===== src/rtl/core/drs_pkg.sv =====
// Shared types and constants for the dictionary range scan block.
`timescale 1ns / 1ps
`default_nettype none

package drs_pkg;

  // Fixed field widths
  localparam int DATA_W    = 64;
  localparam int GROUP_W   = 64;
  localparam int COUNT_W   = 4;
  localparam int CFG_IDX_W = 1;

  // Parameter defaults
  localparam int CODE_BITS_DEF = 8;
  localparam int LANES_DEF     = 8;

  // Item opcodes
  typedef enum logic [0:0] {
    OP_LOAD = 1'b0,
    OP_SCAN = 1'b1
  } drs_op_t;

  // Configuration register indexes
  typedef enum logic [CFG_IDX_W-1:0] {
    REG_RANGE_LOW  = 1'b0,
    REG_RANGE_HIGH = 1'b1
  } drs_reg_t;

  // One lane read issued by the sequencer
  typedef struct packed {
    logic rd_en;      // dictionary read this cycle
    logic group_end;  // read is the last lane of its group
  } drs_issue_t;

endpackage

`default_nettype wire


===== src/rtl/core/drs_lane_seq.sv =====
// Input item intake and per-lane dictionary read sequencing.
`timescale 1ns / 1ps
`default_nettype none

module drs_lane_seq
  import drs_pkg::*;
#(
  parameter int CODE_BITS = CODE_BITS_DEF,
  parameter int LANES     = LANES_DEF
) (
  input  wire logic                 clk,
  input  wire logic                 rst_n,
  input  wire logic                 in_valid,
  output logic                      in_ready,
  input  wire logic                 in_opcode,
  input  wire logic [CODE_BITS-1:0] in_entry_index,
  input  wire logic [DATA_W-1:0]    in_entry_value,
  input  wire logic [GROUP_W-1:0]   in_code_group,
  input  wire logic [COUNT_W-1:0]   in_code_count,
  input  wire logic                 b_free,
  output drs_issue_t                issue,
  output logic [CODE_BITS-1:0]      rd_addr,
  output logic                      wr_en,
  output logic [CODE_BITS-1:0]      wr_addr,
  output logic [DATA_W-1:0]         wr_data
);

  localparam int LANE_W = (LANES > 1) ? $clog2(LANES) : 1;

  logic                 active_r, active_nxt;
  logic [LANE_W-1:0]    lane_r, lane_nxt;
  logic [LANE_W-1:0]    last_r, last_nxt;
  logic [CODE_BITS-1:0] codes_r   [LANES];
  logic [CODE_BITS-1:0] codes_nxt [LANES];
  logic [CODE_BITS-1:0] lane_codes [LANES];
  logic [COUNT_W-1:0]   eff_count;
  logic                 rd_go, at_last, accept, scan_acc;

  // Split the code word into lanes; bits above the word read as zero
  for (genvar k = 0; k < LANES; k++) begin : g_lane
    for (genvar b = 0; b < CODE_BITS; b++) begin : g_bit
      if (CODE_BITS * k + b < GROUP_W) begin : g_in
        assign lane_codes[k][b] = in_code_group[CODE_BITS * k + b];
      end else begin : g_zero
        assign lane_codes[k][b] = 1'b0;
      end
    end
  end

  // Handshake and read issue
  assign eff_count = (in_code_count > COUNT_W'(LANES)) ? COUNT_W'(LANES) : in_code_count;
  assign rd_go     = active_r && b_free;
  assign at_last   = (lane_r == last_r);
  assign in_ready  = !active_r || (rd_go && at_last);
  assign accept    = in_valid && in_ready;
  assign scan_acc  = accept && (drs_op_t'(in_opcode) == OP_SCAN) && (in_code_count != '0);

  assign issue.rd_en     = rd_go;
  assign issue.group_end = at_last;
  assign rd_addr         = codes_r[0];

  // Load items write straight into the dictionary
  assign wr_en   = accept && (drs_op_t'(in_opcode) == OP_LOAD);
  assign wr_addr = in_entry_index;
  assign wr_data = in_entry_value;

  // Lane walk: codes shift down one lane per read
  always_comb begin
    active_nxt = active_r;
    lane_nxt   = lane_r;
    last_nxt   = last_r;
    codes_nxt  = codes_r;
    if (rd_go) begin
      if (at_last) begin
        active_nxt = 1'b0;
      end else begin
        lane_nxt = lane_r + 1'b1;
        for (int k = 0; k < LANES - 1; k++) begin
          codes_nxt[k] = codes_r[k + 1];
        end
      end
    end
    if (scan_acc) begin
      active_nxt = 1'b1;
      lane_nxt   = '0;
      last_nxt   = LANE_W'(eff_count - 1'b1);
      codes_nxt  = lane_codes;
    end
  end

  always_ff @(posedge clk) begin
    if (!rst_n) begin
      active_r <= 1'b0;
    end else begin
      active_r <= active_nxt;
    end
  end

  always_ff @(posedge clk) begin
    lane_r  <= lane_nxt;
    last_r  <= last_nxt;
    codes_r <= codes_nxt;
  end

endmodule

`default_nettype wire


===== config.mk =====
export PLATFORM = sky130hd
export DESIGN_NAME = drs_lane_seq
export DESIGN_NICKNAME = d
export VERILOG_FILES = /design/src/rtl/core/drs_pkg.sv /design/src/rtl/core/drs_lane_seq.sv
export SDC_FILE = /design/constraint.sdc
export NUM_CORES = 1
export LEC_CHECK = 0
export BUFFER_PORTS_ARGS = -buffer_cell sky130_fd_sc_hd__buf_2
export CAP_MARGIN = 20
export CORE_ASPECT_RATIO = 1.25
export CORE_MARGIN = 2
export CORE_UTILIZATION = 44
export CTS_CLUSTER_DIAMETER = 200
export DETAILED_ROUTE_END_ITERATION = 10
export PLACE_DENSITY = 0.82
export SLEW_MARGIN = 30
export SYNTH_ARGS = -nofsm -noshare
export SYNTH_HDL_FRONTEND = slang
export SYNTH_SLANG_ARGS = --single-unit

===== constraint.sdc =====
create_clock -name clk -period 5.7 [get_ports clk]
set_clock_uncertainty 0.2 [all_clocks]
set_input_delay 1.14 -clock clk [delete_from_list [all_inputs] [get_ports clk]]
set_output_delay 1.14 -clock clk [all_outputs]
set_load 0.01 [all_outputs]

==> After elaboration in Yosys (flattened, before gate mapping) <==
Cells that the tools add are included.
{ "classes": {"add_sub_neg": 2, "magnitude_cmp": 1, "eq_ne": 2, "muxes": 7, "n_bitwise": 2, "reduce_logical": 14} }
{ "op_table": {"columns": ["op", "n"], "rows": [
  ["$mux W56", 2],
  ["$mux W64", 1],
  ["$logic_and A1 B1 Y1", 6],
  ["$reduce_and A2 Y1", 3],
  ["$gt A4 B4 Y1 const B", 1],
  ["$reduce_bool A2 Y1", 2],
  ["$reduce_bool A4 Y1", 1],
  ["$add A3 B1 Y3 const B", 1],
  ["$eq A3 B3 Y1", 1],
  ["$mux W1", 3],
  ["$mux W3", 1],
  ["$sub A3 B1 Y3 const B", 1],
  ["$ne A2 B1 Y1 const B", 1],
  ["$not A1 Y1", 2],
  ["$logic_not A1 Y1", 1],
  ["$logic_or A1 B1 Y1", 1]
]} }
{ "word_totals": {"regBits": 71, "input_bits": 145, "wordCells": 39} }

==> Depth between registers and ports, before layout <==
{ "logic_depth": {"depth_word": 8, "ltp_mapped": 8} }

==> Least setup slack after synthesis <==
Ideal clock, no wire load.
{ "synth_timing": {"path_type": "input-to-reg", "start": "input port in_opcode", "end": "register codes_r[10] in the netlist's numbering (enable)", "t_arrival_ns": 4.157, "t_required_ns": 5.012, "slack_ns": 0.855, "path_stages": 3, "path_buffers": 0, "path_cell_list": "nand2_1 -> o22a_1 -> a21oi_1"} }
{ "synth_between": {"elab_chain_len": 4, "word_cells_on_any_way": 5} }
{ "synth_rtl": {"columns": ["element", "line_no", "text"], "rows": [
  ["from (decl)", "drs_lane_seq.sv:15", "input wire logic in_opcode,"],
  ["$logic_and A1 B1 Y1 (*) (2 in series)", "drs_lane_seq.sv:56", "assign scan_acc = accept && (drs_op_t'(in_opcode) == OP_SCAN) && (in_code_count != '0);"],
  ["$ne A2 B1 Y1 (no source line) or $reduce_bool A2 Y1 (tied branches)", null, null],
  ["$reduce_and A2 Y1 (no source line) (*)", null, null],
  ["to (signal assigned)", "drs_lane_seq.sv:102", "codes_r <= codes_nxt;"],
  ["to (decl)", "drs_lane_seq.sv:33", "logic [CODE_BITS-1:0] codes_r [LANES];"]
]} }
Every way passes the cells marked *; elsewhere a longest branch is shown, timed or not.
A chain may end at the register's enable or synchronous reset.

==> Final worst setup path <==
{ "layout_timing": {"start": "input port in_code_count[1]", "end": "register last_r[1] (enable)"} }
{ "layout_between": {"elab_chain_len": 2} }
{ "layout_rtl": {"columns": ["element", "line_no", "text"], "rows": [
  ["from (decl)", "drs_lane_seq.sv:19", "input wire logic [COUNT_W-1:0] in_code_count,"],
  ["$reduce_bool A4 Y1", "drs_lane_seq.sv:56", null],
  ["$logic_and A1 B1 Y1", "drs_lane_seq.sv:56", null],
  ["to (signal assigned)", "drs_lane_seq.sv:101", "last_r <= last_nxt;"],
  ["to (decl)", "drs_lane_seq.sv:32", "logic [LANE_W-1:0] last_r, last_nxt;"]
]} }
No other way between the ends.

==> impl_results.md <==
* Status: finished clean
* CP Cell Sequence: buf_2, nor4_1, nor2_1, nand2_4, inv_1
* Reg2reg setup slack at 2.99 ns
* Tcrit/Tclk final at 55.76%
* Maximum level of the CTS H-tree at 3
* GRT Overall Usage at between 10% and 20%
* Final Hold Viols at 0
* Global-route wire length before repair at ~9 mm
* P_sw at around 0.29 mW
* Worst r2r path cells at 6
* Minimum clock period at 3.178 ns
* Share of power burned in registers at between 50 and 60%
* Fillers at 759
* Detail Route Antenna Nets at 0
* Site Rows at 37
* Worst Path Arrival at 2.96 ns
* Max stage delay on crit path at 0.66 ns
* Max-cap viol count at 0
* CTS tree: done
* Die height at around 110 um
* CTS root buffer: clkbuf_8
* PD cells at between 300 and 400 nW/um^2
* Req. time, crit path at 5.48 ns
* Syn Std Cell Area at between 3000 and 4000 um^2
* Initial antenna violation count at 0
* Clk slew on worst S/H paths at about 0.08 ns
* I/O pin count at ~230
* # hold bufs at CTS at 0
* Post-synthesis register bit count at 71
* P_leak at 1.609 nW
* Chip width at just under 90 um
* Skew-Pair Late Insertion Delay at roughly 0.34 ns
* Avg Inst Size Synth at between 10 and 15 um^2
* Largest net degree at the start of global routing at between 50 and 60
* Met2 WL post-DR at roughly 2.4 mm
* DRC viols at 0
* Worst hold slack at 0.3441 ns
* Buf/Inv on CP at 2
* Pint at ~0.9 mW
* Wire per inst at approximately 16 um
* DR pass1 iterations at 3
* Placer Congestion at 0.6970
* Worst hold stages at 1
* Cts bufs inserted at 9
* Post-CTS Setup Inserts at 0
* Clk sink count at a little over 70
* Final count of negative-setup-slack endpoints at 0
* IO buf count at between 80 and 90
* CP top delay family: simple AND/OR/NAND/NOR gates
* Antenna Cells at 0
* Peak supply drop at between 0.15 and 0.2 mV
* Yosys warns at 0
* CTS resizes at 0
* Initial Util at a little under half
* Sw frac at 24.02%
* Final std cells w/o fill at 365
* Reg2reg end: last_r[1]
* DRT iter0 DRCs at between 70 and 80
* FMAX at 314.7 MHz
* Worst rel slew slack at 40.38%
* Top layer in use: met4
* Clock Path Buffers at 2
* Vias per cell at approximately 5
* Yosys cell types at 31
* Clock share of power at between 20% and 30%
* GRT overflow at 0
* Min-delay src: codes_r[23]
* Fraction of layout cells with a size suffix above 1 at between 60 and 70%
* Min-Delay Path Class: reg -> reg
* Post-synthesis cell count at 254
* Comb power frac at 15.0%
* Final nets at just over 400
* CORE AREA at between 8000 and 9000 um^2
* Metal3 WL at 1.020 mm
* Crit path launch type: input pin
* R2R Path Start: lane_r[0]
* Aggregate negative setup slack at 0 ns
* Endpoint type of the worst setup path: flip-flop
* HPWL Detailed at between 4 and 5 mm
* DIE AREA at roughly 9300 um^2
* Placed insts at ~350
* Vias in the first global route at between 1500 and 2000
* Net Count, Synth at 401
* Total wire length at around 5.8 mm
* Register area share after synthesis at a little under three fifths
* Slew Limit Fails at 0
* Worst-path fanout max at between 50 and 60
* WS Path Type: in -> reg
* Total number of vias at around 1800
* Metal-1 WL at approximately 2.2 mm
* Area added between synthesis and finish at 2.563%
* Worst slew pin tran at between 0.8 and 0.9 ns
* Highest-delay cell along the critical path: nand2_4
* Hold EP: codes_r[31]
* RSZ-0062 raised after global routing: no
worst reg2reg max path, stage by stage, from the launching register on:
cell and delay, ns:
dfxtp_1 0.41, xor2_1 0.25, nor3_4 0.11, a21oi_2 0.21, inv_2 0.08, nand2_4 0.62
inv_1 0.47
stage by stage:
step | total power [mW] | instance area [um^2] | util, % | setup slack [ns]
after global routing | 1.249 | 3855 | 46.52 | 2.274
after global placement | 0.8426 | 3654 | 44.09 | 2.144
after detailed placement | 0.8559 | 3681 | 44.42 | 2.094
after floorplan | 0.8595 | 3759 | - | 0.8550
final | 1.187 | 3855 | 46.52 | 2.522
after CTS | 1.207 | 3855 | 46.52 | 2.457
registers in the layout, indices dropped and copies added (netlist names):
signal / flops
codes_r: 56
active_r: 1
lane_r: 3
last_r: 3
rd_addr: 8
area by class of cell:
class                           instances  area, um^2  share of cell area, %
Inverter                                5       18.77                 0.4869
Sequential cell                        71        2092                  54.27
Multi-Input combinational cell         90       993.5                  25.77
Clock buffer                            9       123.9                  3.213
Timing Repair Buffer                   86       455.4                  11.81
Tap cell                               97       121.4                  3.148
Clock inverter                          7       50.05                  1.298
worst max-delay path by stage:
stage                           from          end  slack, ns  cells after the start
finish              in_code_count[1]    last_r[1]       2.52                      5
global route        in_code_count[1]   codes_r[4]       2.27                      5
CTS                 in_code_count[1]   codes_r[4]       2.46                      5
detailed placement  in_code_count[1]   codes_r[1]       2.09                      5
global placement    in_code_count[1]   codes_r[0]       2.14                      5
floorplan                  in_opcode  codes_r[10]       0.86                      3
logic make-up (layout without fill, tap and decap cells):
group,Yosys count,count (layout),synth area share (%)
mux,56,56,19.67
simple gates,19,19,2.930
xor+xnor,4,4,0.9323
buf+inv,93,107,18.34
compound gates,9,9,1.797
fa+ha+maj,2,2,0.6657
flops,71,71,55.66
layer usage:
metal	global-route usage [%]	vias to the layer above
met5	0	-
met4	6.027	0
met3	11.96	14
met2	16.65	149
met1	13.68	823
li1	-	840
Yosys cell counts (all sizes together):
library cell  count  area [um^2]
a2111o            1        11.26
a21o              2        15.01
a21oi             2        13.76
and2              1        6.260
buf              88        670.6
dfxtp             4        80.08
edfxtp           67         2012
ha                2        25.02
inv               5        18.76
mux2             56        739.5
nand2             6        25.03
nand2b            3        18.77
nand3             1        5.000
nor2              2        7.510
nor3              2        21.27
nor3b             1        7.510
nor4              2        12.51
o21a              1        7.510
o21ai             1        5.000
o22a              1        8.760
o22ai             1        6.260
or3               1        6.260
xnor2             1        8.760
xor2              3        26.28
layout by cell type, fill, tap and decap left out, types with 2 or more instances in the layout:
cell        Yosys  routed
clkinv_2        0       2
dfxtp_1         4       4
buf_2           2      84
nor4_1          2       2
xor2_1          3       3
clkinvlp_4      0       3
mux2_2         27      27
mux2_4         29      29
nor2_1          2       2
nand2_1         5       5
nand2b_1        3       3
inv_1           4       4
clkbuf_8        0       9
edfxtp_1       67      67
clkinv_4        0       2
ha_1            2       2
a21o_1          2       2
power by group through the flow:
stage	Sequential [mW]	Clock [mW]	Combinational, mW
2_1_floorplan	0.674	0	0.185
3_3_place_gp	0.673	0	0.170
3_5_place_dp	0.675	0	0.181
4_1_cts	0.664	0.362	0.181
5_1_grt	0.669	0.384	0.195
6_report	0.663	0.346	0.178
(Power assumes the default switching activity.)
