[src/rtl/core/drs_pkg.sv]
// Shared types and constants for the dictionary range scan block.
`timescale 1ns / 1ps
`default_nettype none

package drs_pkg;

  // Fixed field widths
  localparam int DATA_W    = 64;
  localparam int GROUP_W   = 64;
  localparam int COUNT_W   = 4;
  localparam int CFG_IDX_W = 1;

  // Parameter defaults
  localparam int CODE_BITS_DEF = 8;
  localparam int LANES_DEF     = 8;

  // Item opcodes
  typedef enum logic [0:0] {
    OP_LOAD = 1'b0,
    OP_SCAN = 1'b1
  } drs_op_t;

  // Configuration register indexes
  typedef enum logic [CFG_IDX_W-1:0] {
    REG_RANGE_LOW  = 1'b0,
    REG_RANGE_HIGH = 1'b1
  } drs_reg_t;

  // One lane read issued by the sequencer
  typedef struct packed {
    logic rd_en;      // dictionary read this cycle
    logic group_end;  // read is the last lane of its group
  } drs_issue_t;

endpackage

`default_nettype wire

[src/rtl/core/drs_match_emit.sv]
// Range compare, last-match lookahead and result output register.
`timescale 1ns / 1ps
`default_nettype none

module drs_match_emit
  import drs_pkg::*;
(
  input  wire logic                 clk,
  input  wire logic                 rst_n,
  input  wire logic                 cfg_we,
  input  wire logic [CFG_IDX_W-1:0] cfg_index,
  input  wire logic [DATA_W-1:0]    cfg_wdata,
  input  drs_issue_t                issue,
  input  wire logic [DATA_W-1:0]    rd_data,
  output logic                      b_free,
  output logic                      out_valid,
  input  wire logic                 out_ready,
  output logic [DATA_W-1:0]         out_match_value,
  output logic                      out_last_match
);

  logic signed [DATA_W-1:0] range_low_r, range_high_r;

  // Read-data stage tag
  logic b_valid_r, b_end_r;
  // Compare stage
  logic              c_valid_r, c_match_r, c_end_r;
  logic [DATA_W-1:0] c_val_r;
  // Pending match: held until a later match or the group end settles last
  logic              p_valid_r, p_valid_nxt, p_last_r, p_last_nxt;
  logic [DATA_W-1:0] p_val_r, p_val_nxt;
  // Output register
  logic              o_valid_r, o_last_r;
  logic [DATA_W-1:0] o_val_r;

  logic o_free, p_move, c_take, c_free, b_take, hit;

  // Range registers
  always_ff @(posedge clk) begin
    if (!rst_n) begin
      range_low_r  <= '0;
      range_high_r <= '0;
    end else if (cfg_we) begin
      unique case (drs_reg_t'(cfg_index))
        REG_RANGE_LOW:  range_low_r  <= cfg_wdata;
        REG_RANGE_HIGH: range_high_r <= cfg_wdata;
      endcase
    end
  end

  // Stage flow control
  assign o_free = !o_valid_r || out_ready;
  assign p_move = p_valid_r && o_free && (p_last_r || (c_valid_r && c_match_r));
  assign c_take = c_valid_r && (!c_match_r || !p_valid_r || p_move);
  assign c_free = !c_valid_r || c_take;
  assign b_take = b_valid_r && c_free;
  assign b_free = !b_valid_r || b_take;

  assign hit = ($signed(rd_data) >= range_low_r) && ($signed(rd_data) <= range_high_r);

  // Pending slot update
  always_comb begin
    p_valid_nxt = p_valid_r && !p_move;
    p_last_nxt  = p_last_r;
    p_val_nxt   = p_val_r;
    if (c_take) begin
      if (c_match_r) begin
        p_valid_nxt = 1'b1;
        p_last_nxt  = c_end_r;
        p_val_nxt   = c_val_r;
      end else if (c_end_r) begin
        p_last_nxt = 1'b1;
      end
    end
  end

  // Control state
  always_ff @(posedge clk) begin
    if (!rst_n) begin
      b_valid_r <= 1'b0;
      c_valid_r <= 1'b0;
      p_valid_r <= 1'b0;
      o_valid_r <= 1'b0;
    end else begin
      if (issue.rd_en) begin
        b_valid_r <= 1'b1;
      end else if (b_take) begin
        b_valid_r <= 1'b0;
      end
      if (b_take) begin
        c_valid_r <= 1'b1;
      end else if (c_take) begin
        c_valid_r <= 1'b0;
      end
      p_valid_r <= p_valid_nxt;
      if (p_move) begin
        o_valid_r <= 1'b1;
      end else if (out_ready) begin
        o_valid_r <= 1'b0;
      end
    end
  end

  // Payload
  always_ff @(posedge clk) begin
    if (issue.rd_en) begin
      b_end_r <= issue.group_end;
    end
    if (b_take) begin
      c_val_r   <= rd_data;
      c_match_r <= hit;
      c_end_r   <= b_end_r;
    end
    p_last_r <= p_last_nxt;
    p_val_r  <= p_val_nxt;
    if (p_move) begin
      o_val_r  <= p_val_r;
      o_last_r <= p_last_r;
    end
  end

  assign out_valid       = o_valid_r;
  assign out_match_value = o_val_r;
  assign out_last_match  = o_last_r;

endmodule

`default_nettype wire

[config.mk]
export PLATFORM = sky130hd
export DESIGN_NAME = drs_match_emit
export DESIGN_NICKNAME = d
export VERILOG_FILES = /design/src/rtl/core/drs_pkg.sv /design/src/rtl/core/drs_match_emit.sv
export SDC_FILE = /design/constraint.sdc
export NUM_CORES = 1
export LEC_CHECK = 0
export BUFFER_PORTS_ARGS = -buffer_cell sky130_fd_sc_hd__buf_4
export CAP_MARGIN = 20
export CORE_MARGIN = 8
export CORE_UTILIZATION = 35
export DETAILED_ROUTE_END_ITERATION = 16
export PLACE_DENSITY = 0.64
export SKIP_CTS_REPAIR_TIMING = 1
export SLEW_MARGIN = 20
export SYNTH_ARGS = -nofsm -noshare
export SYNTH_HDL_FRONTEND = slang
export SYNTH_SLANG_ARGS = --single-unit
[constraint.sdc]
create_clock -name clk -period 6.3 [get_ports clk]
set_clock_uncertainty 0.15 [all_clocks]
set_input_delay 0 -clock clk [delete_from_list [all_inputs] [get_ports clk]]
set_output_delay 0 -clock clk [all_outputs]
set_load 0.02 [all_outputs]
== Yosys cells after proc, flatten, opt, wreduce, memory -nomap -nowiden ==
Index checks and enable logic that the tools add are counted.

* Output and inout bits: 67
* Bits in registers: 329
* Input bits: 135

* Reductions and logical operators: 27
* Bitwise gates (word level): 1
* Multiplexer cells: 10
* Magnitude comparators: 2

{| class="wikitable"
|+ Operator list
! cell !! count
|-
| $ge A64 B64 Y1 || 1
|-
| $le A64 B64 Y1 || 1
|-
| $mux W1 || 10
|-
| $reduce_and A2 Y1 || 4
|-
| $reduce_bool A2 Y1 || 4
|-
| $logic_and A1 B1 Y1 || 7
|-
| $logic_not A1 Y1 || 6
|-
| $logic_or A1 B1 Y1 || 6
|-
| $not A1 Y1 || 1
|}

== Longest topological paths before layout ==
* Depth in word-level cells: 10
* Depth in mapped cells: 9
* Mapped depth without buffers: 9

== Worst setup path after synthesis ==
No wires, ideal clock.

* Kind: reg2reg
* Start: reg c_match_r
* End: reg c_end_r (enable)
* Cell stages (with the launch flop): 7
* Required time: 5.652 ns
* Period minus slack after synthesis: 4.416 ns
* Arrival time: 3.767 ns
* Path slack: 1.884 ns
* Library setup time: 0.498 ns
* Cells stage by stage: edfxtp_1 > nand2_1 > nand2b_1 > nand3_1 > nand2_1 > nor2_1 > nor2b_1

* Longest elaborated chain between the ends: 7
* Elaborated cells between the ends (all ways): 9
* Classes of those cells: 9 x reduce/logical

{| class="wikitable"
|+ Ends and longest elaborated chain
! item !! line !! RTL
|-
| start, declared || drs_match_emit.sv:27 || <nowiki>logic c_valid_r, c_match_r, c_end_r;</nowiki>
|-
| start signal, assigned || drs_match_emit.sv:111 || <nowiki>c_match_r <= hit;</nowiki>
|-
| $logic_and A1 B1 Y1 || drs_match_emit.sv:53 || <nowiki>assign p_move = p_valid_r && o_free && (p_last_r || (c_valid_r && c_match_r));</nowiki>
|-
| $logic_or A1 B1 Y1 || drs_match_emit.sv:53 ||
|-
| $logic_and A1 B1 Y1 || drs_match_emit.sv:53 ||
|-
| $logic_or A1 B1 Y1 * || drs_match_emit.sv:54 || <nowiki>assign c_take = c_valid_r && (!c_match_r || !p_valid_r || p_move);</nowiki>
|-
| $logic_and A1 B1 Y1 * || drs_match_emit.sv:54 ||
|-
| $logic_or A1 B1 Y1 * || drs_match_emit.sv:55 || <nowiki>assign c_free = !c_valid_r || c_take;</nowiki>
|-
| $logic_and A1 B1 Y1 * || drs_match_emit.sv:56 || <nowiki>assign b_take = b_valid_r && c_free;</nowiki>
|-
| net b_take || drs_match_emit.sv:36 || <nowiki>logic o_free, p_move, c_take, c_free, b_take, hit;</nowiki>
|-
| end signal, assigned || drs_match_emit.sv:112 || <nowiki>c_end_r <= b_end_r;</nowiki>
|-
| end, declared || drs_match_emit.sv:27 ||
|}

The timed path passes the listed nets; every way through them passes the cells marked *.
A chain may end at the register's enable or synchronous reset.

== Worst setup path after layout ==
* Start: reg range_low_r[14]
* End: reg c_match_r (data pin)

* Longest elaborated chain between the ends: 2

{| class="wikitable"
|+ Ends and longest elaborated chain
! item !! line !! RTL
|-
| start, declared || drs_match_emit.sv:22 || <nowiki>logic signed [DATA_W-1:0] range_low_r, range_high_r;</nowiki>
|-
| start signal, assigned || drs_match_emit.sv:45 || <nowiki>REG_RANGE_LOW: range_low_r <= cfg_wdata;</nowiki>
|-
| $ge A64 B64 Y1 || drs_match_emit.sv:59 || <nowiki>assign hit = ($signed(rd_data) >= range_low_r) && ($signed(rd_data) <= range_high_r);</nowiki>
|-
| $logic_and A1 B1 Y1 || drs_match_emit.sv:59 ||
|-
| net hit || drs_match_emit.sv:36 ||
|}

The timed path passes the listed nets, and every way through them passes these cells.

==> impl_metrics.toml <==
[logic_synthesis]
synth_area_um2 = 14000
syn_area_per_cell_um2 = 11.3
synthFlopType = "edfxtp_1"
yosysSeqAreaShare_pct = 61.2
async_flop_share_pct = 0
synth-edff-count = 197
ys_ff_latch = 329
yosysUniqueCellTypes = 38
ys_warn_count = 0
syn_nets = 1499
syn_inst = 1236

[die]
die_w_um = 216
io_pins = 202
coreArea_um2 = 39500
die_h_um = 216
rows = 73
die-area_um2 = 46600
start_util_pct = 35.3

[timing]
setup-tns-final_ns = 0
holdWs_ns = 0.0645
fin_crit_ns = 3.31
slew_headroom_pct = 32.9
fmax_mhz = 302
final-setup-viol-count = 0
drv_slew = 0
tightest_slew_ns = 0.997
grt_setup_unrepaired = "no"
fin_crit_sh_pct = 52.6
finalHoldViolCount = 0

[critical_path]
max_stage_delay_ns = 0.65
rrSetupSlack_ns = 2.99
cp.depth = 8
critPathKind = "flip-flop to flip-flop"
end_kind = "flip-flop"
crit_chain = "inv_1 -> ha_1 -> nand4_1 -> or4_1 -> o211ai_1 -> a221oi_1 -> or4b_1 -> a22oi_1"
path_buf_inv = 1
reg2reg_depth = 8
path_max_fanout = 3
crit_family = "simple AND/OR/NAND/NOR gates"
reg2reg_from = "range_low_r[14]$_SDFFE_PN0P_"
crit_slowest_cell = "or4b_1"
cp.required_ns = 6.49
cp-start-kind = "flip-flop"
crit_arrival_ns = 3.51
crit_start = "range_low_r[14]$_SDFFE_PN0P_"
r2r_end = "c_match_r$_DFFE_PP_"
crit_path_end = "c_match_r$_DFFE_PP_"

[cts]
cts_root_buf = "clkbuf_16"
clock_sinks = 329
cts_buffers = 37
path_clk_slew_ns = 0.06
clkLatencyLatePin_ns = 0.51
h-tree-depth = 2
cts_tree = "built"
clockBufferDepth = 3

[route]
routed_wl_um = 34700
wire_per_inst_um = 16.3
via_per_inst = 4.65
drt_pass1_iterations = 5
drc = 0
vias = 9890
final_antenna_net_count = 0
drtIter0Drc = 482

[power]
power_frac_seq_pct = 47.3
clkPwrFrac_pct = 42.9
vdd_drop_max_mv = 0.134
combPwrFrac_pct = 9.8
switching_power_mw = 1.10
cellInternalPower_mw = 3.92
p_leak_nw = 7.12
p_sw_share_pct = 22.0
power_density_nw_per_um2 = 270

[job]
max_cap_viol_count = 0

[cells_and_area]
multi_input_area_um2 = 4800
area_growth_pct = 33.1
nFillCells = 3553
regArea_um2 = 8560
nets = 1837
layout-drive-gt1-share_pct = 16.7
final_cells = 2126

[outcome]
status = "finished, final reports clean"

[global_route]
grt_pass1_wl_um = 53600
grt_use_total_pct = 14.4
grt_pass1_vias = 9708
antenna_found_initial = 1
grt_max_degree = 133
grt_overflow = 0

[worst_hold_path]
worstHoldPathType = "input pin to flip-flop"

[place]
gp_congestion = 0.783
portBuffers = 201
dp_hpwl_um = 23600
dp_cells = 1928
-- area by class of cell --
class,count,area share [%]
flip-flops and latches,329,46.0
multi-input cells,734,25.8
repair buffers,340,15.5
clock buffers,45,5.19
well taps,525,3.53
inverters,132,2.66
clock inverters,20,1.32
diodes,1,0.0134
-- metrics by stage --
stage                     utilization, %  power, mW  setup WS, ns  cell area [um^2]
after floorplan                        -       2.66          1.88             14000
after global placement              40.6       2.84          3.05             16100
after detailed placement            40.6       2.85          3.03             16100
after CTS                           43.7       5.03          3.02             17300
after global routing                47.1       5.25          2.78             18600
final                               47.1       5.03          2.99             18600
-- kinds of logic after synthesis --
kind of cell | synth area share (%)
fa+ha+maj | 11.5
mux | 0.0716
buf+inv | 4.65
simple gates | 11.0
compound gates | 11.6
flops | 61.2
-- placed cells by master, fill, tap and decap left out, types with 6 or more instances in the layout --
cell and n:
nand2_1 292, buf_4 207, edfxtp_1 197, dfxtp_1 132
dlygate4sd3_1 132, inv_1 131, a21boi_1 129, ha_1 128
a21oi_1 51, clkbuf_16 37, nand4_1 24, a21o_1 15
o21ai_0 14, nor2_1 10, nand3_1 7, nor3_1 7
clkinv_1 7, clkbuf_1 7, nand2b_1 6, bufinv_16 6
-- flip-flops by register name, summed over array words and instances (netlist names) --
| name | count |
|---|---|
| c_match_r | 1 |
| c_end_r | 1 |
| c_valid_r | 1 |
| p_val_r | 64 |
| range_low_r | 64 |
| c_val_r | 64 |
| p_last_r | 1 |
| p_valid_r | 1 |
| b_end_r | 1 |
| out_last_match | 1 |
| out_match_value | 64 |
| range_high_r | 64 |
| out_valid | 1 |
| b_valid_r | 1 |
-- power by group through the flow --
stage	clock [mW]	sequential, mW	combinational [mW]
detailed placement	0	2.42	0.428
global placement	0	2.42	0.416
CTS	2.22	2.38	0.432
floorplan	0	2.43	0.235
global route	2.30	2.38	0.560
finish	2.15	2.38	0.494
-- how the worst min path moves through the flow --
stage | from | to | slack (ns) | cells after the start
finish | issue[0] | b_end_r$_DFFE_PP_ | 0.06 | 2
global route | issue[0] | b_end_r$_DFFE_PP_ | 0.07 | 2
CTS | issue[0] | b_end_r$_DFFE_PP_ | -0.52 | 1
detailed placement | issue[0] | b_end_r$_DFFE_PP_ | 0.03 | 1
global placement | issue[0] | b_end_r$_DFFE_PP_ | 0.03 | 1
floorplan | issue[0] | b_end_r$_DFFE_PP_ | -0.05 | 0
-- metal layers --
layer	track usage (%)	share of wire (%)	up-vias
met5	0	0	-
met3	2.97	4.3	52
met2	24.7	49	195
met1	17.8	45	4705
li1	-	-	4938
met4	4.81	2.4	0
-- synthesized netlist by cell type, types with 3 or more instances --
cell type	instances	area share, %
nor4_1	4	0.18
nor3_1	7	0.25
inv_1	132	3.5
nand3_1	7	0.25
a21o_1	15	0.81
a21boi_1	129	6.9
a221oi_1	4	0.25
nor2_1	11	0.30
nand4_1	24	1.1
nand2_1	293	7.9
o21ai_1	4	0.14
nand2b_1	7	0.31
nor2b_1	5	0.22
ha_1	128	11
a21oi_1	51	1.8
dfxtp_1	132	19
clkbuf_1	36	0.97
a211oi_1	4	0.21
edfxtp_1	197	42
o21a_1	3	0.16
buf_1	5	0.13
o21ai_0	14	0.50
Note: power is estimated with default switching activity, not from simulation.
